<file path="src/hdl/ut_iir_pkg.sv">
`timescale 1ns / 1ps
// ----------------------------------------------------------------------------
// ut_iir_pkg
// Shared types and constants of the uniform-tap direct form 1 IIR filter.
// ----------------------------------------------------------------------------
package ut_iir_pkg;

  // history rings sized for the largest tap count
  localparam int RING_DEPTH = 64;
  localparam int PTR_W      = 6;
  localparam logic [PTR_W-1:0] FILL_MAX = PTR_W'(RING_DEPTH - 1);

  // datapath widths
  localparam int SAMPLE_W = 16;
  localparam int GAIN_W   = 16;
  localparam int Y_W      = 24;
  localparam int ISUM_W   = 22;
  localparam int OSUM_W   = 30;
  localparam int WIN_W    = ISUM_W + 1;
  localparam int FFP_W    = GAIN_W + WIN_W;
  localparam int FBP_W    = GAIN_W + OSUM_W;
  localparam int ACC_W    = FBP_W + 1;
  localparam int FRAC_W   = 14;
  localparam int SHR_W    = ACC_W - FRAC_W;

  localparam logic signed [Y_W-1:0] Y_MAX = 24'sh7FFFFF;
  localparam logic signed [Y_W-1:0] Y_MIN = 24'sh800000;

  // register map (index taken from paddr bit 2)
  localparam logic REG_FF_GAIN = 1'b0;
  localparam logic REG_FB_GAIN = 1'b1;
  localparam logic signed [GAIN_W-1:0] FF_GAIN_RST = 16'sd16384;
  localparam logic signed [GAIN_W-1:0] FB_GAIN_RST = 16'sd0;

  // output queue
  localparam int OQ_DEPTH = 4;
  localparam int OQ_AW    = 2;
  localparam int OQ_CW    = 3;

  typedef struct packed {
    logic signed [SAMPLE_W-1:0] sample;
    logic                       start_req;
  } in_item_t;

  typedef struct packed {
    logic signed [Y_W-1:0] filtered;
    logic                  clipped;
  } out_item_t;

  // feedforward stage result handed to the feedback stage
  typedef struct packed {
    logic                    valid;
    logic                    start;
    logic [PTR_W-1:0]        ptr;
    logic                    out_ok;
    logic signed [FFP_W-1:0] ff_prod;
  } ff_stage_t;

  // look-ahead from the first stage for the output ring read
  typedef struct packed {
    logic             busy;
    logic [PTR_W-1:0] fb_addr;
  } s1_look_t;

endpackage

</file>
<file path="src/hdl/ut_iir_outq.sv">
`timescale 1ns / 1ps
// ----------------------------------------------------------------------------
// ut_iir_outq
// Small result queue that decouples the filter pipeline from the consumer.
// ----------------------------------------------------------------------------
module ut_iir_outq (
  input  logic                           clk,
  input  logic                           rst,
  input  logic                           wr_en,
  input  ut_iir_pkg::out_item_t          wr_item,
  output logic                           rd_valid,
  input  logic                           rd_stall,
  output ut_iir_pkg::out_item_t          rd_item,
  output logic [ut_iir_pkg::OQ_CW-1:0]   level
);

  ut_iir_pkg::out_item_t             q_mem [ut_iir_pkg::OQ_DEPTH];
  logic [ut_iir_pkg::OQ_AW-1:0]      wr_ptr, rd_ptr;
  logic [ut_iir_pkg::OQ_CW-1:0]      count;
  logic                              pop;

  assign rd_valid = (count != '0);
  assign pop      = rd_valid && !rd_stall;
  assign rd_item  = q_mem[rd_ptr];
  assign level    = count;

  // storage
  always_ff @(posedge clk) begin
    if (wr_en) begin
      q_mem[wr_ptr] <= wr_item;
    end
  end

  // pointers and occupancy
  always_ff @(posedge clk) begin
    if (rst) begin
      wr_ptr <= '0;
      rd_ptr <= '0;
      count  <= '0;
    end else begin
      if (wr_en) begin
        wr_ptr <= wr_ptr + 1'b1;
      end
      if (pop) begin
        rd_ptr <= rd_ptr + 1'b1;
      end
      count <= count + ut_iir_pkg::OQ_CW'(wr_en) - ut_iir_pkg::OQ_CW'(pop);
    end
  end

endmodule

</file>
<file path="config.mk">
export PLATFORM = sky130hd
export DESIGN_NAME = ut_iir_outq
export DESIGN_NICKNAME = d
export VERILOG_FILES = /design/src/hdl/ut_iir_pkg.sv /design/src/hdl/ut_iir_outq.sv
export SDC_FILE = /design/constraint.sdc
export NUM_CORES = 1
export LEC_CHECK = 0
export ABC_CLOCK_PERIOD_IN_PS = 2300
export BUFFER_PORTS_ARGS = -buffer_cell sky130_fd_sc_hd__buf_4
export CORE_MARGIN = 2
export CORE_UTILIZATION = 51
export CTS_CLUSTER_DIAMETER = 50
export DETAILED_ROUTE_END_ITERATION = 6
export PLACE_DENSITY = 0.75
export SYNTH_ARGS = -nofsm -noshare
export SYNTH_HDL_FRONTEND = slang
export SYNTH_SLANG_ARGS = --single-unit
</file>
<file path="constraint.sdc">
create_clock -name clk -period 2.3 [get_ports clk]
set_clock_uncertainty 0.2 [all_clocks]
set_input_delay 0.23 -clock clk [delete_from_list [all_inputs] [get_ports clk]]
set_output_delay 0.23 -clock clk [all_outputs]
set_load 0.01 [all_outputs]
</file>
# Word-level counts from Yosys, hierarchy flattened
# Memory sizes are Yosys's and may differ from the RTL's. A register that Yosys moved wholly into a read port is not among the register bits.
# Index checks and enable logic that the tools add are counted.
# op_classes
add_sub_neg,4
n_mux,4
n_reduce_logical,3
# op_table
operator,count
$add A2 B1 Y2 const B,2
$mux W2,2
$add A3 B1 Y3,1
$reduce_bool A3 Y1,1
$sub A3 B1 Y3,1
$mux W1,2
$logic_and A1 B1 Y1,1
$logic_not A1 Y1,1
# totals
reg_bits,7
mem_bits_rw,100
out_inout_bits,29
wordCells,15
memories,1
# memory_table
name,words,word_bits,rd,rd_clocked_by_memory_dff,write_ports,line_no,source
q_mem,4,25,1,1,1,ut_iir_outq.sv:17,ut_iir_pkg::out_item_t q_mem [ut_iir_pkg::OQ_DEPTH];

# Longest topological paths before layout
# depth
depth_word,4
depth_mapped,9

# Least setup slack after synthesis
# Ideal clock, no wire load.
# synth_path
path_type,register -> register
from,"register count, in the netlist level[1]"
to,"register count, in the netlist level[2]"
arrival_ns,1.862
slack_ns,0.112
path_stages_with_launch,10
n_path_buf,0
period_less_slack_ns,2.188
cell_sequence,dfxtp_1 > nor3_2 > nor2_1 > ha_1 > inv_1 > ha_1 > fa_1 > xnor2_1 > xnor2_1 > nor2_1
# synth_via
elab_chain_len,3
# synth_rtl
element,line_no,source
start: declaration,ut_iir_outq.sv:19,logic [ut_iir_pkg::OQ_CW-1:0] count;
start signal: assignment,ut_iir_outq.sv:47,count <= count + ut_iir_pkg::OQ_CW'(wr_en) - ut_iir_pkg::OQ_CW'(pop);
$reduce_bool A3 Y1,ut_iir_outq.sv:22,assign rd_valid = (count != '0);
$logic_and A1 B1 Y1,ut_iir_outq.sv:23,assign pop = rd_valid && !rd_stall;
via pop,ut_iir_outq.sv:20,logic pop;
$sub A3 B1 Y3,ut_iir_outq.sv:47,
# The timed path passes the listed nets, and every way through them passes these cells.
# A chain may end at the register's enable or synchronous reset.

==> results_dict.tcl <==
set metrics [dict create \
    synth.net_count 214 \
    drtAntennaViolNets 0 \
    hold_violations 0 \
    power_w 0.004576 \
    rows 32 \
    grt_use_total_pct 17.61 \
    fin_area_sq_um 5192 \
    synth.distinct_cells 23 \
    diodes 0 \
    cap_violations 0 \
    min_path_cells 2 \
    setup_viol 0 \
    clk_path_buf_depth 2 \
    fp.coreArea_sq_um 7767 \
    syn-instance-count 178 \
    period_minus_slack_ns 2.217 \
    slew_viol_final 0 \
    yosysWarnings 0 \
    start_util_pct 52.85 \
    regToRegSetupSlack_ns 0.16 \
    setup_slack_ns 0.08307 \
    worst_ep_arrival_time_ns 1.79 \
    worstSkewPairLatency_ns 0.36 \
    dieArea_sq_um 8783 \
    p_leak_nw 1.837 \
    grt-ovfl-total 0 \
    vias 2012 \
    synth_area_per_cell_sq_um 23.06 \
    ys.flop_type "edfxtp_1" \
    hold_path_end "rd_ptr[0]" \
    min_from "rd_ptr[0]" \
    async_flop_share_pct 0 \
    cp-end-kind "primary output" \
    die_height_um 93.72 \
    rr_worst_depth 9 \
    pwr_density_cell_nw_per_um2 881.2 \
    reg2reg_to "level[2]" \
    synth_edf_count 100 \
    place_congestion 0.6882 \
    antenna_found_initial 0 \
    placed_area_sq_um 4679 \
    first_global_vias 2102 \
    synth_seq_cells 109 \
    outcome "complete, no violations" \
    finalSetupTns_ns 0 \
    post-route-period-util_pct 96.39 \
    routedWlPerCell_um 18.13 \
    peakVddDrop_mv 0.5512 \
    wl_mm 7.000 \
    worst_pin_slew_ns 0.3590 \
    max_clock_freq_ghz 0.4511 \
    worstPathRequired_ns 1.87 \
    drtIter0Drc 102 \
    startpoint_type "flip-flop" \
    boundaryPins 58 \
    relSlewSlack_pct 76.06 \
    io_buffers 57 \
    clock_tree.root_cell "clkbuf_8" \
    yosysSeqAreaShare_pct 77.54 \
    dp_hpwl_mm 4.412 \
    path_class "reg2out" \
    dp_slack_ns 0.03280 \
    clock_sinks 109 \
    cp_max_fo 9 \
    numCtsBuffers 9 \
    first_pass_iters 4 \
    fin_util_pct 66.85 \
    rsz0062_at_grt "no" \
    grt_first_pass_wirelength_mm 11.02 \
    vias_per_cell 5.212 \
    die_w_um 93.72 \
    synthToLayoutAreaGrowth_pct 26.49 \
    r2r-start "level[2]" \
    clk_pin_slew_ns 0.10 \
    grt_start_max_net_pins 26 \
    drive_gt1_share_pct 37.68 \
    cts_tree "done" \
    drc 0 \
    syn_area_sq_um 4105 \
    hold_path_class "reg2reg" \
    cts_max_level 3 \
    nets 315 \
]
[cells in the final DEF, fill, tap and decap left out]
cell type      instances
mux2i_1                1
o21ai_0                1
clkinv_4               5
buf_4                 67
edfxtp_1             100
dfxtp_2                1
buf_12                 1
inv_8                  1
clkbuf_8               9
a21oi_1                2
xnor2_1                3
mux2_2                 1
nor3_4                 1
nor3b_1                1
ha_1                   6
dfxtp_1                8
inv_1                  7
nor2b_1                3
and2_1                 4
fa_1                   1
mux4_1                 5
mux4_2                20
dlygate4sd3_1         29
or3_1                  1
nor2_1                 5
bufinv_16              1
[layout make-up]
cell class	instances	area [sq um]
repair buffers	97	813.3
fillers	550	2575
clock inverters	7	85.08
well taps	102	127.6
multi-input cells	55	832.0
flip-flops and latches	109	3184
clock buffers	9	123.9
inverters	7	26.28
[how the worst max path moves through the flow]
stage	start	end	slack, ns	depth (start not counted)
final	flip-flop	rd_item[1]	0.08	3
after global placement	level[1]	level[2]	0.09	9
after detailed placement	level[1]	level[2]	0.03	9
after CTS	level[1]	level[2]	0.0004	9
after global routing	flip-flop	rd_item[24]	0.02	3
after floorplan	level[1]	level[2]	0.11	9
[cell families (layout without fill, tap and decap cells)]
kind of cell / after synthesis / in the layout / synth area share, %
muxes: 27 / 27 / 14.69
adders and majority gates: 7 / 7 / 2.316
xor gates and xnor gates: 3 / 3 / 0.6402
and+or+nand+nor: 15 / 15 / 2.103
AOI/OAI and AO/OA: 3 / 3 / 0.3656
buffers and inverters: 14 / 120 / 2.347
DFF: 109 / 109 / 77.54
[synthesized netlist by cell type (2+ instances only)]
library cell / number / area share, %
a21oi_1: 2 / 0.24
and2_1: 4 / 0.61
buf_12: 2 / 0.98
buf_2: 2 / 0.24
dfxtp_1: 9 / 4.4
edfxtp_1: 100 / 73
ha_1: 6 / 1.8
inv_1: 7 / 0.64
mux4_1: 5 / 3.2
mux4_2: 20 / 11
nor2_1: 5 / 0.46
nor2b_1: 3 / 0.46
xnor2_1: 3 / 0.64
[through the flow]
stage                     hold slack, ns  cells
after floorplan                   0.1289    178
after global placement            0.2307    340
after detailed placement          0.2353    340
after CTS                         0.3312    385
after global routing              0.3771    386
final                             0.3298    386
[report_power, final]
| part | internal (W) | switching (W) |
|---|---|---|
| registers | 0.00229 | 0.0000678 |
| clock network | 0.000520 | 0.000649 |
| logic | 0.000601 | 0.000447 |
[layer usage]
metal	track usage, %	vias up	routed length (um)
li1	-	924	-
met1	21.97	1023	2949
met2	30.18	55	3634
met3	3.933	10	288
met4	6.884	0	126
met5	0	-	0
[registers in the layout (all words and copies together), names as in the netlist, named ones only]
name	count
q_mem	100
wr_ptr	2
level	3
rd_ptr	2
[critical path, cell delays in order (launching register included)]
cell and delay [ns]:
dfxtp_2 0.43, buf_4 0.25, mux4_1 0.58, buf_4 0.16
[what timing repair did]
item	CTS	global route
endpoints found under the setup margin	0	1
hold buffers	29	0
hold endpoints to repair	107	0
resized for setup	0	1
buffers inserted	0	1
Note: power is estimated with default switching activity, not from simulation.
