<file path="config.mk">
export PLATFORM = sky130hd
export DESIGN_NAME = ut_iir_fb
export DESIGN_NICKNAME = d
export VERILOG_FILES = /design/src/hdl/ut_iir_pkg.sv /design/src/hdl/ut_iir_fb.sv
export SDC_FILE = /design/constraint.sdc
export NUM_CORES = 2
export LEC_CHECK = 0
export BUFFER_PORTS_ARGS = -buffer_cell sky130_fd_sc_hd__buf_2
export CAP_MARGIN = 30
export CELL_PAD_IN_SITES_DETAIL_PLACEMENT = 1
export CELL_PAD_IN_SITES_GLOBAL_PLACEMENT = 1
export CORE_UTILIZATION = 40
export CTS_BUF_LIST = sky130_fd_sc_hd__clkbuf_8
export DETAILED_ROUTE_END_ITERATION = 7
export MAX_ROUTING_LAYER = met4
export PLACE_DENSITY = 0.71
export SLEW_MARGIN = 10
export SYNTH_ARGS = -nofsm -noshare
export SYNTH_HDL_FRONTEND = slang
export SYNTH_SLANG_ARGS = --single-unit
</file>
<file path="constraint.sdc">
create_clock -name clk -period 27.4 [get_ports clk]
set_input_delay 5.48 -clock clk [delete_from_list [all_inputs] [get_ports clk]]
set_output_delay 5.48 -clock clk [all_outputs]
set_load 0.1 [all_outputs]
</file>
<file path="src/hdl/ut_iir_pkg.sv">
`timescale 1ns / 1ps
// ----------------------------------------------------------------------------
// ut_iir_pkg
// Shared types and constants of the uniform-tap direct form 1 IIR filter.
// ----------------------------------------------------------------------------
package ut_iir_pkg;

  // history rings sized for the largest tap count
  localparam int RING_DEPTH = 64;
  localparam int PTR_W      = 6;
  localparam logic [PTR_W-1:0] FILL_MAX = PTR_W'(RING_DEPTH - 1);

  // datapath widths
  localparam int SAMPLE_W = 16;
  localparam int GAIN_W   = 16;
  localparam int Y_W      = 24;
  localparam int ISUM_W   = 22;
  localparam int OSUM_W   = 30;
  localparam int WIN_W    = ISUM_W + 1;
  localparam int FFP_W    = GAIN_W + WIN_W;
  localparam int FBP_W    = GAIN_W + OSUM_W;
  localparam int ACC_W    = FBP_W + 1;
  localparam int FRAC_W   = 14;
  localparam int SHR_W    = ACC_W - FRAC_W;

  localparam logic signed [Y_W-1:0] Y_MAX = 24'sh7FFFFF;
  localparam logic signed [Y_W-1:0] Y_MIN = 24'sh800000;

  // register map (index taken from paddr bit 2)
  localparam logic REG_FF_GAIN = 1'b0;
  localparam logic REG_FB_GAIN = 1'b1;
  localparam logic signed [GAIN_W-1:0] FF_GAIN_RST = 16'sd16384;
  localparam logic signed [GAIN_W-1:0] FB_GAIN_RST = 16'sd0;

  // output queue
  localparam int OQ_DEPTH = 4;
  localparam int OQ_AW    = 2;
  localparam int OQ_CW    = 3;

  typedef struct packed {
    logic signed [SAMPLE_W-1:0] sample;
    logic                       start_req;
  } in_item_t;

  typedef struct packed {
    logic signed [Y_W-1:0] filtered;
    logic                  clipped;
  } out_item_t;

  // feedforward stage result handed to the feedback stage
  typedef struct packed {
    logic                    valid;
    logic                    start;
    logic [PTR_W-1:0]        ptr;
    logic                    out_ok;
    logic signed [FFP_W-1:0] ff_prod;
  } ff_stage_t;

  // look-ahead from the first stage for the output ring read
  typedef struct packed {
    logic             busy;
    logic [PTR_W-1:0] fb_addr;
  } s1_look_t;

endpackage

</file>
<file path="src/hdl/ut_iir_fb.sv">
`timescale 1ns / 1ps
// ----------------------------------------------------------------------------
// ut_iir_fb
// Feedback stage: output history ring with bypass, running output window sum,
// feedback product, scaling and saturation.
// ----------------------------------------------------------------------------
module ut_iir_fb #(
  parameter int FB_TAPS = 8
) (
  input  logic                                 clk,
  input  logic                                 rst,
  input  logic signed [ut_iir_pkg::GAIN_W-1:0] fb_gain,
  input  ut_iir_pkg::s1_look_t                 look,
  input  ut_iir_pkg::ff_stage_t                stage,
  output logic                                 res_wr,
  output ut_iir_pkg::out_item_t                res_item
);

  localparam bit FB_SINGLE = (FB_TAPS == 1);

  // output history ring
  logic signed [ut_iir_pkg::Y_W-1:0] out_mem [ut_iir_pkg::RING_DEPTH];
  logic signed [ut_iir_pkg::Y_W-1:0] rd_q, fwd_y_q, drop_mem;
  logic                              fwd_q;

  logic signed [ut_iir_pkg::OSUM_W-1:0] osum, osum_eff, osum_next, drop_y;
  logic signed [ut_iir_pkg::FBP_W-1:0]  fb_prod;
  logic signed [ut_iir_pkg::ACC_W-1:0]  acc;
  logic signed [ut_iir_pkg::SHR_W-1:0]  shr;
  logic signed [ut_iir_pkg::Y_W-1:0]    y;
  logic                                 clip;

  // scale, subtract, floor shift and saturate
  always_comb begin
    osum_eff = stage.start ? '0 : osum;
    fb_prod  = ut_iir_pkg::FBP_W'(fb_gain) * ut_iir_pkg::FBP_W'(osum_eff);
    acc      = ut_iir_pkg::ACC_W'(stage.ff_prod) - ut_iir_pkg::ACC_W'(fb_prod);
    shr      = acc[ut_iir_pkg::ACC_W-1:ut_iir_pkg::FRAC_W];
    if (shr > ut_iir_pkg::SHR_W'(ut_iir_pkg::Y_MAX)) begin
      y    = ut_iir_pkg::Y_MAX;
      clip = 1'b1;
    end else if (shr < ut_iir_pkg::SHR_W'(ut_iir_pkg::Y_MIN)) begin
      y    = ut_iir_pkg::Y_MIN;
      clip = 1'b1;
    end else begin
      y    = shr[ut_iir_pkg::Y_W-1:0];
      clip = 1'b0;
    end
  end

  // ring write of the new output and read for the next item's window drop
  always_ff @(posedge clk) begin
    if (stage.valid) begin
      out_mem[stage.ptr] <= y;
    end
    rd_q <= out_mem[look.fb_addr];
  end

  // bypass when the entry is being written by the item ahead in this cycle
  always_ff @(posedge clk) begin
    fwd_q   <= stage.valid && (stage.ptr == look.fb_addr);
    fwd_y_q <= y;
  end

  assign drop_mem = fwd_q ? fwd_y_q : rd_q;

  // running output sum
  always_comb begin
    if (FB_SINGLE) begin
      drop_y = ut_iir_pkg::OSUM_W'(y);
    end else if (stage.out_ok) begin
      drop_y = ut_iir_pkg::OSUM_W'(drop_mem);
    end else begin
      drop_y = '0;
    end
    osum_next = osum_eff + ut_iir_pkg::OSUM_W'(y) - drop_y;
  end

  always_ff @(posedge clk) begin
    if (rst) begin
      osum <= '0;
    end else if (stage.valid) begin
      osum <= osum_next;
    end
  end

  assign res_wr            = stage.valid;
  assign res_item.filtered = y;
  assign res_item.clipped  = clip;

endmodule

</file>
Yosys cells after proc, flatten, opt, wreduce, memory -nomap -nowiden
Memories as Yosys holds them, arrays and structs flattened. A register that Yosys moved wholly into a read port is not among the register bits.
Index checks and enable logic that the tools add are counted.

cells by class
  add/subtract/negate cells = 3
  multipliers = 1
  divide/modulo/power cells = 0
  $lt $le $gt $ge = 2
  equality and inequality tests = 1
  shift operators = 0
  mux-type cells = 9
  bitwise gates (word level) = 0
  reduce and logical (&&, ||, !) cells = 1

operator list
  operator              count
  $mux 24               3
  $mux 30               2
  $sub 39x46->47        1
  $mul 16x30->46        1
  $gt 33x24->1 const B  1
  $lt 33x24->1 const B  1
  $add 30x24->30        1
  $sub 30x30->30        1
  $eq 6x6->1            1
  $mux 1                4
  $logic_and 1x1->1     1

storage, ports and cells
  flip-flop bits (word level) = 55
  bits in latches = 0
  bits in writable memories = 1536
  bits in read-only memories = 0
  input port bits = 73
  logic and storage cells = 21
  memories = 1

memory list
  memory   words  width  read ports  clocked after memory_dff  write ports  RTL line         text
  out_mem  64     24     1           1                         1            ut_iir_fb.sv:22  logic signed [ut_iir_pkg::Y_W-1:0] out_mem [ut_iir_pkg::RING_DEPTH];

Depth between registers and ports, before layout
  depth after elaboration = 8
  mapped depth = 44

Worst setup path before layout
No wires, ideal clock.

  path kind = in2out
  start = input port stage[46] in the netlist's numbering
  end = output port res_item[9] in the netlist's numbering
  arrival time = 17094 ps
  data required time = 21920 ps
  path slack = 4826 ps
  stages on the path = 28
  buffers on the path = 5
  cell sequence = clkbuf_1 -> clkbuf_1 -> nor2b_1 -> clkbuf_1 -> nand2_1 -> fa_1 -> inv_1 -> fa_1 -> fa_1 -> inv_1 -> fa_1 -> fa_1 -> inv_1 -> fa_1 -> inv_1 -> ha_1 -> buf_6 -> a211oi_2 -> nor2_1 -> or3_4 -> a311oi_4 -> a21oi_2 -> or3_1 -> a211oi_1 -> and4_1 -> a31oi_2 -> clkbuf_1 -> o21ai_0

RTL lines
  item             RTL line         text
  start, declared  ut_iir_fb.sv:14  input ut_iir_pkg::ff_stage_t stage,
  end, declared    ut_iir_fb.sv:16  output ut_iir_pkg::out_item_t res_item

==> impl_metrics.yaml <==
outcome:
  status: "finished clean"
drt:
  vias: 44751
  drt_pass1_iterations: 6
  first_iter_violations: 4241
  via_per_inst: 5.52
  ant_nets: 0
  wl_um: 225000
  route.detailed.drc: 0
  post_drt_wl_per_cell_um: 27.7
sta:
  finalHoldViolations: 0
  min_period_ps: 20650
  grt_setup_unrepaired: "no"
  tns_ps: 0
  fmax_ghz: 0.0484
  maxSlewHeadroom_pct: 29.6
  tightest_slew_ps: 1060
  fin_crit_sh_pct: 75.4
  hold-worst-slack_ps: 459
  skew_ps: 45.0
  slew_viol_final: 0
  setup_viol: 0
place:
  place_inst: 7640
  placed_area_um2: 87100
  numPortBuffers: 97
  place.gp.congestion: 0.846
  dp_hpwl_um: 145000
critical_path:
  critical_path_class: "in2out"
  cp_max_fo: 67
  cp.arrival_ps: 15170
  cpMostUsedCell: "fa_1"
  cp_data_required_time_ps: 21920
  reg2reg_from: "osum[21]$_SDFFE_PP0P_"
  reg2regPathDepth: 41
  cp_slowest_stage_delay_ps: 620
  cp_num_buf_inv: 11
  path_depth: 30
  critPathLaunchType: "input port"
  slowest_stage: "buf_4"
  r2r_setup_slack_ps: 14960
  r2r_end: "osum[26]$_SDFFE_PP0P_"
  critPathCaptureType: "output port"
  cp_top_family: "adder cells"
synthesis:
  ys_async_sr_fraction_pct: 0
  syn_nets: 5694
  synth_top_area_cell: "edfxtp_1"
  ys_seq_area_share_pct: 58.1
  yosysWarnings: 0
  synth_area_um2: 82200
  ys_ff_latch: 1615
  synth.distinct_cells: 81
  synthTopCellsByArea: "edfxtp_1 56%, mux4_2 14%, fa_1 13%"
  synth_edf_count: 1536
  syn_avg_cell_area_um2: 16.6
  synthFlopType: "edfxtp_1"
  synthCells: 4941
  synth_top_area_share_pct: 56.1
cts:
  cts.clk_slew.worst_paths_ps: 60
  postCtsHoldBufs: 0
  clock-sinks: 1615
  insertion_delay_ps: 960
  cts_tree: "built"
  cts_max_level: 4
  cts_setup_buffers: 0
  cts-buffers-inserted: 240
  cts.repair.resized: 0
  root_buffer: "clkbuf_8"
  clockBufferDepth: 3
grt:
  antenna_found_initial: 30
  gr-total-overflow: 0
  grt_pass1_vias: 48666
  grt_pass1_wl_um: 329000
  grt_usage_pct: 22.7
  grt_max_degree: 103
final_layout:
  fillers: 20029
  drive_above_1_share_pct: 21.8
  design_area_um2: 91700
  stdcell_count: 8112
  nNetsFinal: 5950
  area_growth_pct: 11.6
  final_cell_mix: "1536 x edfxtp_1, 730 x inv_1, 531 x fa_1"
  final_common_cell: "edfxtp_1"
die:
  dieArea_um2: 207000
  die_h_um: 455
  num_rows: 166
  pin_count: 99
  start_util_pct: 40.2
  core_area_um2: 204000
  die_x_um: 455
worst_hold_path:
  hp-start: "osum[22]$_SDFFE_PP0P_"
  hp-class: "reg2reg"
  holdPathStages: 2
  min_to: "osum[22]$_SDFFE_PP0P_"
job:
  maxCapViolCount: 0
## worst min-delay path, stage by stage (launching register included)
cell	delay (ps)
dfxtp_1	310
nand2_1	60
a21oi_1	50
## cell type report
class | count | area [µm²] | area share [%]
Antenna cell | 22 | 55.1 | 0.0600
Clock buffer | 264 | 3630 | 3.96
Clock inverter | 183 | 863 | 0.942
Inverter | 649 | 2440 | 2.66
Multi-Input combinational cell | 2439 | 31600 | 34.4
Sequential cell | 1615 | 47700 | 52.0
Tap cell | 2688 | 3360 | 3.67
Timing Repair Buffer | 252 | 2050 | 2.24
## layer usage
layer / up-vias / part of all wire (%) / global-route usage (%)
li1: 18519 / - / -
met1: 24214 / 41 / 29.5
met2: 1705 / 49 / 36.6
met3: 313 / 7.2 / 3.82
met4: 0 / 2.7 / 6.55
met5: - / 0 / -
## synth_stat cells, types with 7 or more instances
cell,number
nand2b_1,13
nor2_1,121
and2_1,228
edfxtp_1,1536
ha_1,149
o211ai_1,7
a21oi_1,70
nand2_1,307
o21ai_0,49
mux4_2,504
a31oi_1,10
nand4_1,11
nor3_1,22
or3_1,8
dfxtp_1,79
mux2i_1,35
nand3_1,30
inv_1,647
and3_1,11
nor2b_1,88
mux2_2,8
o21bai_1,13
a21o_1,40
fa_1,531
xnor2_1,36
buf_1,46
o21a_1,23
xor2_1,25
a211oi_1,8
clkbuf_1,180
## state kept, by name, indices dropped and copies added (netlist names)
signal / cells
out_mem: 1536
osum: 30
fwd_y_q: 24
rd_q: 24
fwd_q: 1
## per-stage QoR
step                utilization (%)  setup WS, ps
finish                         44.9          6750
global route                   44.8          6300
floorplan                         -          4830
global placement               42.4          6940
detailed placement             42.6          6740
CTS                            44.8          6720
## logic make-up (layout without fill, tap and decap cells)
family	after synthesis	count (layout)	share of synthesized area (%)
buffers and inverters	887	1348	4.10
DFF	1615	1615	58.1
muxes	547	547	14.3
xor gates and xnor gates	63	63	0.690
other	0	22	0
and+or+nand+nor	872	872	5.34
adders and majority gates	680	680	15.2
AOI/OAI and AO/OA	277	277	2.27
## worst max-delay path by stage
stage	from	end	slack (ps)
finish	stage[46]	res_item[5]	6750
global route	stage[46]	res_item[9]	6300
CTS	stage[46]	res_item[5]	6720
detailed placement	stage[46]	res_item[5]	6740
global placement	stage[46]	res_item[9]	6940
floorplan	stage[46]	res_item[9]	4830
Power is left out: the tool's default activity adds up to more than one toggle a clock period on the data nets, which glitch-free logic cannot reach.
