## config.mk

```make
export PLATFORM = sky130hd
export DESIGN_NAME = ut_iir_ff
export DESIGN_NICKNAME = d
export VERILOG_FILES = /design/src/hdl/ut_iir_pkg.sv /design/src/hdl/ut_iir_ff.sv
export SDC_FILE = /design/constraint.sdc
export NUM_CORES = 2
export LEC_CHECK = 0
export CORE_ASPECT_RATIO = 1.5
export CORE_MARGIN = 2
export CORE_UTILIZATION = 28
export DETAILED_ROUTE_END_ITERATION = 6
export DONT_BUFFER_PORTS = 1
export GPL_ROUTABILITY_DRIVEN = 0
export GPL_TIMING_DRIVEN = 1
export PLACE_DENSITY = 0.43
export SYNTH_ARGS = -nofsm -noshare
export SYNTH_HDL_FRONTEND = slang
export SYNTH_SLANG_ARGS = --single-unit
```

## constraint.sdc

```tcl
create_clock -name clk -period 16.76 [get_ports clk]
set_clock_uncertainty 0.05 [all_clocks]
set_input_delay 4.19 -clock clk [delete_from_list [all_inputs] [get_ports clk]]
set_output_delay 4.19 -clock clk [all_outputs]
set_load 0.01 [all_outputs]
```

## src/hdl/ut_iir_pkg.sv

```systemverilog
`timescale 1ns / 1ps
// ----------------------------------------------------------------------------
// ut_iir_pkg
// Shared types and constants of the uniform-tap direct form 1 IIR filter.
// ----------------------------------------------------------------------------
package ut_iir_pkg;

  // history rings sized for the largest tap count
  localparam int RING_DEPTH = 64;
  localparam int PTR_W      = 6;
  localparam logic [PTR_W-1:0] FILL_MAX = PTR_W'(RING_DEPTH - 1);

  // datapath widths
  localparam int SAMPLE_W = 16;
  localparam int GAIN_W   = 16;
  localparam int Y_W      = 24;
  localparam int ISUM_W   = 22;
  localparam int OSUM_W   = 30;
  localparam int WIN_W    = ISUM_W + 1;
  localparam int FFP_W    = GAIN_W + WIN_W;
  localparam int FBP_W    = GAIN_W + OSUM_W;
  localparam int ACC_W    = FBP_W + 1;
  localparam int FRAC_W   = 14;
  localparam int SHR_W    = ACC_W - FRAC_W;

  localparam logic signed [Y_W-1:0] Y_MAX = 24'sh7FFFFF;
  localparam logic signed [Y_W-1:0] Y_MIN = 24'sh800000;

  // register map (index taken from paddr bit 2)
  localparam logic REG_FF_GAIN = 1'b0;
  localparam logic REG_FB_GAIN = 1'b1;
  localparam logic signed [GAIN_W-1:0] FF_GAIN_RST = 16'sd16384;
  localparam logic signed [GAIN_W-1:0] FB_GAIN_RST = 16'sd0;

  // output queue
  localparam int OQ_DEPTH = 4;
  localparam int OQ_AW    = 2;
  localparam int OQ_CW    = 3;

  typedef struct packed {
    logic signed [SAMPLE_W-1:0] sample;
    logic                       start_req;
  } in_item_t;

  typedef struct packed {
    logic signed [Y_W-1:0] filtered;
    logic                  clipped;
  } out_item_t;

  // feedforward stage result handed to the feedback stage
  typedef struct packed {
    logic                    valid;
    logic                    start;
    logic [PTR_W-1:0]        ptr;
    logic                    out_ok;
    logic signed [FFP_W-1:0] ff_prod;
  } ff_stage_t;

  // look-ahead from the first stage for the output ring read
  typedef struct packed {
    logic             busy;
    logic [PTR_W-1:0] fb_addr;
  } s1_look_t;

endpackage

```

## src/hdl/ut_iir_ff.sv

```systemverilog
`timescale 1ns / 1ps
// ----------------------------------------------------------------------------
// ut_iir_ff
// Front end: input history ring, ring pointer and fill count, running input
// window sum and the feedforward product.
// ----------------------------------------------------------------------------
module ut_iir_ff #(
  parameter int FF_TAPS = 8,
  parameter int FB_TAPS = 8
) (
  input  logic                                    clk,
  input  logic                                    rst,
  input  logic                                    accept,
  input  ut_iir_pkg::in_item_t                    item,
  input  logic signed [ut_iir_pkg::GAIN_W-1:0]    ff_gain,
  output ut_iir_pkg::s1_look_t                    look,
  output ut_iir_pkg::ff_stage_t                   stage
);

  localparam int PW = ut_iir_pkg::PTR_W;
  localparam logic [PW-1:0] FF_OFS = PW'(FF_TAPS - 1);
  localparam logic [PW-1:0] FB_OFS = PW'(FB_TAPS - 1);
  localparam bit FF_SINGLE = (FF_TAPS == 1);

  // input history ring
  logic signed [ut_iir_pkg::SAMPLE_W-1:0] in_mem [ut_iir_pkg::RING_DEPTH];
  logic signed [ut_iir_pkg::SAMPLE_W-1:0] rd_q;

  // ring control
  logic [PW-1:0] ptr, fill;
  logic [PW-1:0] p_eff, fill_eff, rd_addr;

  // first stage registers
  logic                                   s1_valid, s1_start, s1_in_ok, s1_out_ok;
  logic signed [ut_iir_pkg::SAMPLE_W-1:0] s1_sample;
  logic [PW-1:0]                          s1_ptr, s1_fb_addr;

  // window sum arithmetic
  logic signed [ut_iir_pkg::ISUM_W-1:0] isum, isum_eff, isum_next, drop_x;
  logic signed [ut_iir_pkg::WIN_W-1:0]  win_sum;
  logic signed [ut_iir_pkg::FFP_W-1:0]  prod;

  // a start request restarts the ring at entry zero with nothing valid
  always_comb begin
    p_eff    = item.start_req ? '0 : ptr;
    fill_eff = item.start_req ? '0 : fill;
    rd_addr  = p_eff - FF_OFS;
  end

  always_ff @(posedge clk) begin
    if (rst) begin
      ptr  <= '0;
      fill <= '0;
    end else if (accept) begin
      ptr  <= p_eff + 1'b1;
      fill <= (fill_eff == ut_iir_pkg::FILL_MAX) ? fill_eff : fill_eff + 1'b1;
    end
  end

  // ring write of the new sample and read of the one leaving the window
  always_ff @(posedge clk) begin
    if (accept) begin
      in_mem[p_eff] <= item.sample;
    end
    rd_q <= in_mem[rd_addr];
  end

  always_ff @(posedge clk) begin
    if (rst) begin
      s1_valid <= 1'b0;
    end else begin
      s1_valid <= accept;
    end
    s1_start   <= item.start_req;
    s1_sample  <= item.sample;
    s1_ptr     <= p_eff;
    s1_fb_addr <= p_eff - FB_OFS;
    s1_in_ok   <= (fill_eff >= FF_OFS);
    s1_out_ok  <= (fill_eff >= FB_OFS);
  end

  // running input sum and feedforward product
  always_comb begin
    isum_eff = s1_start ? '0 : isum;
    if (FF_SINGLE) begin
      drop_x = ut_iir_pkg::ISUM_W'(s1_sample);
    end else if (s1_in_ok) begin
      drop_x = ut_iir_pkg::ISUM_W'(rd_q);
    end else begin
      drop_x = '0;
    end
    win_sum   = ut_iir_pkg::WIN_W'(isum_eff) + ut_iir_pkg::WIN_W'(s1_sample);
    isum_next = isum_eff + ut_iir_pkg::ISUM_W'(s1_sample) - drop_x;
    prod      = ut_iir_pkg::FFP_W'(ff_gain) * ut_iir_pkg::FFP_W'(win_sum);
  end

  always_ff @(posedge clk) begin
    if (rst) begin
      isum        <= '0;
      stage.valid <= 1'b0;
    end else begin
      if (s1_valid) begin
        isum <= isum_next;
      end
      stage.valid <= s1_valid;
    end
    stage.start   <= s1_start;
    stage.ptr     <= s1_ptr;
    stage.out_ok  <= s1_out_ok;
    stage.ff_prod <= prod;
  end

  assign look.busy    = s1_valid;
  assign look.fb_addr = s1_fb_addr;

endmodule

```

Word level (Yosys, flattened, before mapping). Memory sizes are Yosys's and may differ from the RTL's. A register that Yosys moved wholly into a read port is not among the register bits. Cells that the tools add are included.

Register bits after elaboration: 113. Latch bits: 0. Bits in writable memories: 1024. Bits in read-only memories: 0. Input port bits: 36. Output and inout port bits: 55. Logic and storage cells: 31. Memories: 1.

Add/sub/neg operators: 6. Multipliers: 1. Divide/modulo/power cells: 0. Order comparisons: 1. Equality and inequality tests: 1. Shift operators: 0. Mux-type cells: 7. Bitwise gates (word level): 0. Reduce and logical (&&, ||, !) cells: 0.

Memory list: in_mem (words 64, width 16, rd ports 1, clocked after memory_dff 1, wr ports 1, RTL line ut_iir_ff.sv:26) `logic signed [ut_iir_pkg::SAMPLE_W-1:0] in_mem [ut_iir_pkg::RING_DEPTH];`.

Operators with widths (number): 22-bit two-way mux (2); 16-bit by 23-bit multiplier with 39-bit output (1); 22-bit by 16-bit adder with 23-bit output (1); 22-bit by 16-bit adder with 22-bit output (1); 22-bit subtractor (1); 6-bit two-way mux (3); 6-bit by 1-bit adder with 6-bit output (second input constant) (2); 6-bit == test (second input constant) (1); 6-bit by 3-bit >= comparator with 1-bit output (second input constant) (1); 6-bit by 3-bit subtractor with 6-bit output (second input constant) (1); 1-bit two-way mux (2).

Logic depth before layout (Yosys ltp).
Depth after elaboration: 3. Gate-level depth with buffers: 35. Depth with buffers taken out: 33.

Worst setup path before layout. Ideal clock, no wire load.

Path kind: input port to flip-flop. Start: input ff_gain[7] (netlist bit). End: register stage[31] (netlist bit). Library setup time: 120 ps. Data arrival time: 9867 ps. Required time: 16590 ps. Path slack: 6723 ps. Cell stages on the path: 22. Buffers on the path: 1. Cell sequence: clkbuf_1 > nand2_1 > fa_1 > inv_1 > fa_1 > inv_1 > fa_1 > fa_1 > inv_1 > fa_1 > inv_1 > fa_1 > inv_1 > ha_1 > and4_1 > a211o_1 > a2111o_1 > a31o_1 > a41oi_2 > o21ai_1 > a211o_1 > xor2_1.

Word-level cells in the longest chain between the ends: 1.

Ends and longest elaborated chain: start: declaration (RTL line ut_iir_ff.sv:15) `input logic signed [ut_iir_pkg::GAIN_W-1:0] ff_gain,`; 16-bit by 23-bit multiplier with 39-bit output (RTL line ut_iir_ff.sv:94) `prod = ut_iir_pkg::FFP_W'(ff_gain) * ut_iir_pkg::FFP_W'(win_sum);`; named net prod, one bit (RTL line ut_iir_ff.sv:41) `logic signed [ut_iir_pkg::FFP_W-1:0] prod;`; end: declaration (RTL line ut_iir_ff.sv:17) `output ut_iir_pkg::ff_stage_t stage`.

The timed path passes the listed nets, and every way through them passes these cells. A chain may end at the register's enable or synchronous reset.

Final worst setup path.
Start: register s1_start. End: register stage[38] (netlist bit).

Word-level cells in the longest chain between the ends: 3.

Ends and longest elaborated chain: start: declaration (RTL line ut_iir_ff.sv:34) `logic s1_valid, s1_start, s1_in_ok, s1_out_ok;`; start signal: assignment (RTL line ut_iir_ff.sv:74) `s1_start <= item.start_req;`; 22-bit two-way mux (RTL line ut_iir_ff.sv:84) `isum_eff = s1_start ? '0 : isum;`; 22-bit by 16-bit adder with 23-bit output (RTL line ut_iir_ff.sv:92) `win_sum = ut_iir_pkg::WIN_W'(isum_eff) + ut_iir_pkg::WIN_W'(s1_sample);`; 16-bit by 23-bit multiplier with 39-bit output (RTL line ut_iir_ff.sv:94); named net prod, one bit (RTL line ut_iir_ff.sv:41).

The timed path passes the listed nets, and every way through them passes these cells.

==> results.sh <==
export IMPL_outcome="completed"
export IMPL_path_clk_slew_ns=0.06
export IMPL_cts_sinks=1153
export IMPL_slew_headroom_pct=23.2
export IMPL_worstReg2RegStart="s1_start"
export IMPL_hold_path_class="flip-flop to flip-flop"
export IMPL_drive_gt1_share_pct=13.5
export IMPL_crit_slowest_cell="nor4b_1"
export IMPL_clockRootBuffer="clkbuf_16"
export IMPL_post_cts_buffers=0
export IMPL_slowest_delay_ns=0.94
export IMPL_start_kind="flip-flop"
export IMPL_grt_pass1_vias=35898
export IMPL_cp_startpoint="s1_start"
export IMPL_arrival_ns=11.12
export IMPL_row_count=206
export IMPL_cts_tree="built"
export IMPL_fp_coreArea_mm2=0.210
export IMPL_required_ns=17.35
export IMPL_synth_top_family_by_area="adder cells"
export IMPL_yosys_cell_types_count=71
export IMPL_remaining_drc_errors=0
export IMPL_ff2ff_path_depth=32
export IMPL_worst_hold_startpoint="s1_ptr[4]"
export IMPL_multi_input_area_mm2=0.0232
export IMPL_final_nets=4721
export IMPL_synth_edff_count=1024
export IMPL_synth_cells=4118
export IMPL_cts_buffers=116
export IMPL_synth_flop_cell="edfxtp_1"
export IMPL_ios=91
export IMPL_antenna_found_initial=5
export IMPL_hold_viol=0
export IMPL_antenna_left=0
export IMPL_final_common_cell="edfxtp_1"
export IMPL_cts_max_path_buffers=3
export IMPL_die_w_um=379
export IMPL_worst_pin_slew_ns=1.14
export IMPL_fin_tns_setup_ns=0
export IMPL_synth_compound_area_share_pct=3.62
export IMPL_final_min_clock_period_ns=10.52
export IMPL_routed_wl_um=167000
export IMPL_synth_adder_area_share_pct=15.9
export IMPL_worstPathMaxFanout=18
export IMPL_grt_pass1_wl_um=247000
export IMPL_setup_viol=0
export IMPL_fin_crit_sh_pct=62.8
export IMPL_cp_end_kind="flip-flop"
export IMPL_drt_iter0_drc=1684
export IMPL_worstHoldPathCells=0
export IMPL_holdBufCountCts=0
export IMPL_rsz0062_at_grt="no"
export IMPL_die_h_um=567
export IMPL_syn_area_per_cell_um2=14.4
export IMPL_drv_cap=0
export IMPL_start_util_pct=28.2
export IMPL_mostFrequentLayoutCells="edfxtp_1, inv_1, nand2_1, fa_1, mux4_2"
export IMPL_synthArstFlopShare_pct=0
export IMPL_clock_latency_ns=0.78
export IMPL_io_buffers=0
export IMPL_synth_xor_area_share_pct=1.10
export IMPL_ys_ff_latch=1153
export IMPL_synthSimpleGateAreaFrac_pct=8.33
export IMPL_fillers=20860
export IMPL_drv_slew=0
export IMPL_dp_hpwl_um=111000
export IMPL_cts_max_level=3
export IMPL_grtUsageTotal_pct=15.7
export IMPL_crit_type="flip-flop to flip-flop"
export IMPL_via_per_inst=4.67
export IMPL_syn_nets=4679
export IMPL_grt_max_degree=129
export IMPL_area_growth_pct=12.7
export IMPL_fmaxAchievable_mhz=95.0
export IMPL_first_pass_iters=5
export IMPL_yosysSeqAreaShare_pct=56.3
export IMPL_syn_cell_area_mm2=0.0592
export IMPL_synth_mux_area_share_pct=10.0
export IMPL_ys_warn_count=0
export IMPL_num_vias=33009
export IMPL_cts_resized=0
export IMPL_seqCellArea_mm2=0.0333
export IMPL_dieArea_mm2=0.215
export IMPL_grt_overflow=0
export IMPL_wl_per_cell_um=23.7
==> synth_stat cells (7+ instances only) <==
| cell type | count | area (um^2) |
|---|---|---|
| nand2_1 | 500 | 1880 |
| nor2b_1 | 28 | 175 |
| nor2_1 | 151 | 567 |
| o21ai_1 | 7 | 35.0 |
| buf_1 | 10 | 37.5 |
| xor2_1 | 15 | 131 |
| dfxtp_1 | 129 | 2580 |
| o21ai_0 | 36 | 180 |
| clkbuf_1 | 124 | 465 |
| mux4_2 | 256 | 5770 |
| a21o_1 | 20 | 150 |
| ha_1 | 143 | 1790 |
| edfxtp_1 | 1024 | 30700 |
| a211oi_1 | 19 | 143 |
| nand2b_1 | 34 | 213 |
| a21oi_1 | 94 | 470 |
| and3_1 | 46 | 288 |
| inv_1 | 515 | 1930 |
| o21bai_1 | 10 | 75.1 |
| mux2i_1 | 14 | 140 |
| fa_1 | 382 | 7650 |
| a311oi_1 | 49 | 429 |
| nor3_1 | 20 | 100 |
| a31oi_1 | 21 | 131 |
| and2_1 | 148 | 926 |
| nand3_1 | 101 | 505 |
| xnor2_1 | 59 | 517 |
| buf_2 | 52 | 260 |
==> per-layer routing <==
| layer | routed length, um | global-route usage [%] | share of wire [%] | up-vias |
|---|---|---|---|---|
| met5 | 14 | 0 | 0.0084 | - |
| met4 | 6370 | 6.03 | 3.8 | 2 |
| met3 | 6270 | 2.12 | 3.7 | 221 |
| met2 | 92100 | 29.7 | 55 | 631 |
| met1 | 62500 | 17.6 | 37 | 17541 |
| li1 | - | - | - | 14614 |
==> kinds of logic after synthesis <==
| logic type | Yosys count |
|---|---|
| xor+xnor | 74 |
| fa+ha+maj | 525 |
| flops | 1153 |
| mux | 271 |
| compound gates | 316 |
| buf+inv | 712 |
| simple gates | 1067 |
==> final cells by class <==
type                            count  area share, %
Antenna cell                        1        0.00375
Clock buffer                      152           4.69
Clock inverter                     63          0.938
Inverter                          519           2.93
Multi-Input combinational cell   2253           34.8
Sequential cell                  1153           50.0
Tap cell                         2808           5.27
Timing Repair Buffer              117           1.34
==> worst paths after layout <==
path | end | slack (ns)
min | stage[44] | 0.28
max | stage[38] | 6.24
min reg2reg | stage[44] | 0.28
max reg2reg | stage[38] | 6.24
==> worst max-delay path, delay by kind of cell (launching register included) <==
family | cells | cell delay [ns]
flip-flops | 1 | 0.47
AND/OR/NAND/NOR | 4 | 1.49
buffers and inverters | 8 | 0.89
XOR/XNOR | 1 | 0.81
AO/OA/AOI/OAI | 11 | 3.16
adder cells (fa/ha/maj) | 8 | 3.55
==> registers in the layout, indices dropped and copies added (netlist names) <==
register	flops
stage	48
s1_sample	16
isum	22
s1_ptr	6
rd_q	16
in_mem	1024
s1_valid	1
s1_fb_addr	6
s1_start	1
fill	6
s1_out_ok	1
ptr	6
==> per-stage QoR <==
step	util [%]	area [um^2]	hold WS, ns	setup WS (ns)	std cells
floorplan	-	59200	0.260	6.72	4118
global route	31.7	66700	0.291	5.90	7066
CTS	31.7	66700	0.286	6.17	7065
global placement	29.9	62900	0.264	5.69	6850
detailed placement	29.9	62900	0.262	5.68	6850
finish	31.7	66700	0.283	6.24	7066
Power is not shown: default switching activity piles up to over one toggle a cycle in this logic, so the estimate is an artifact.
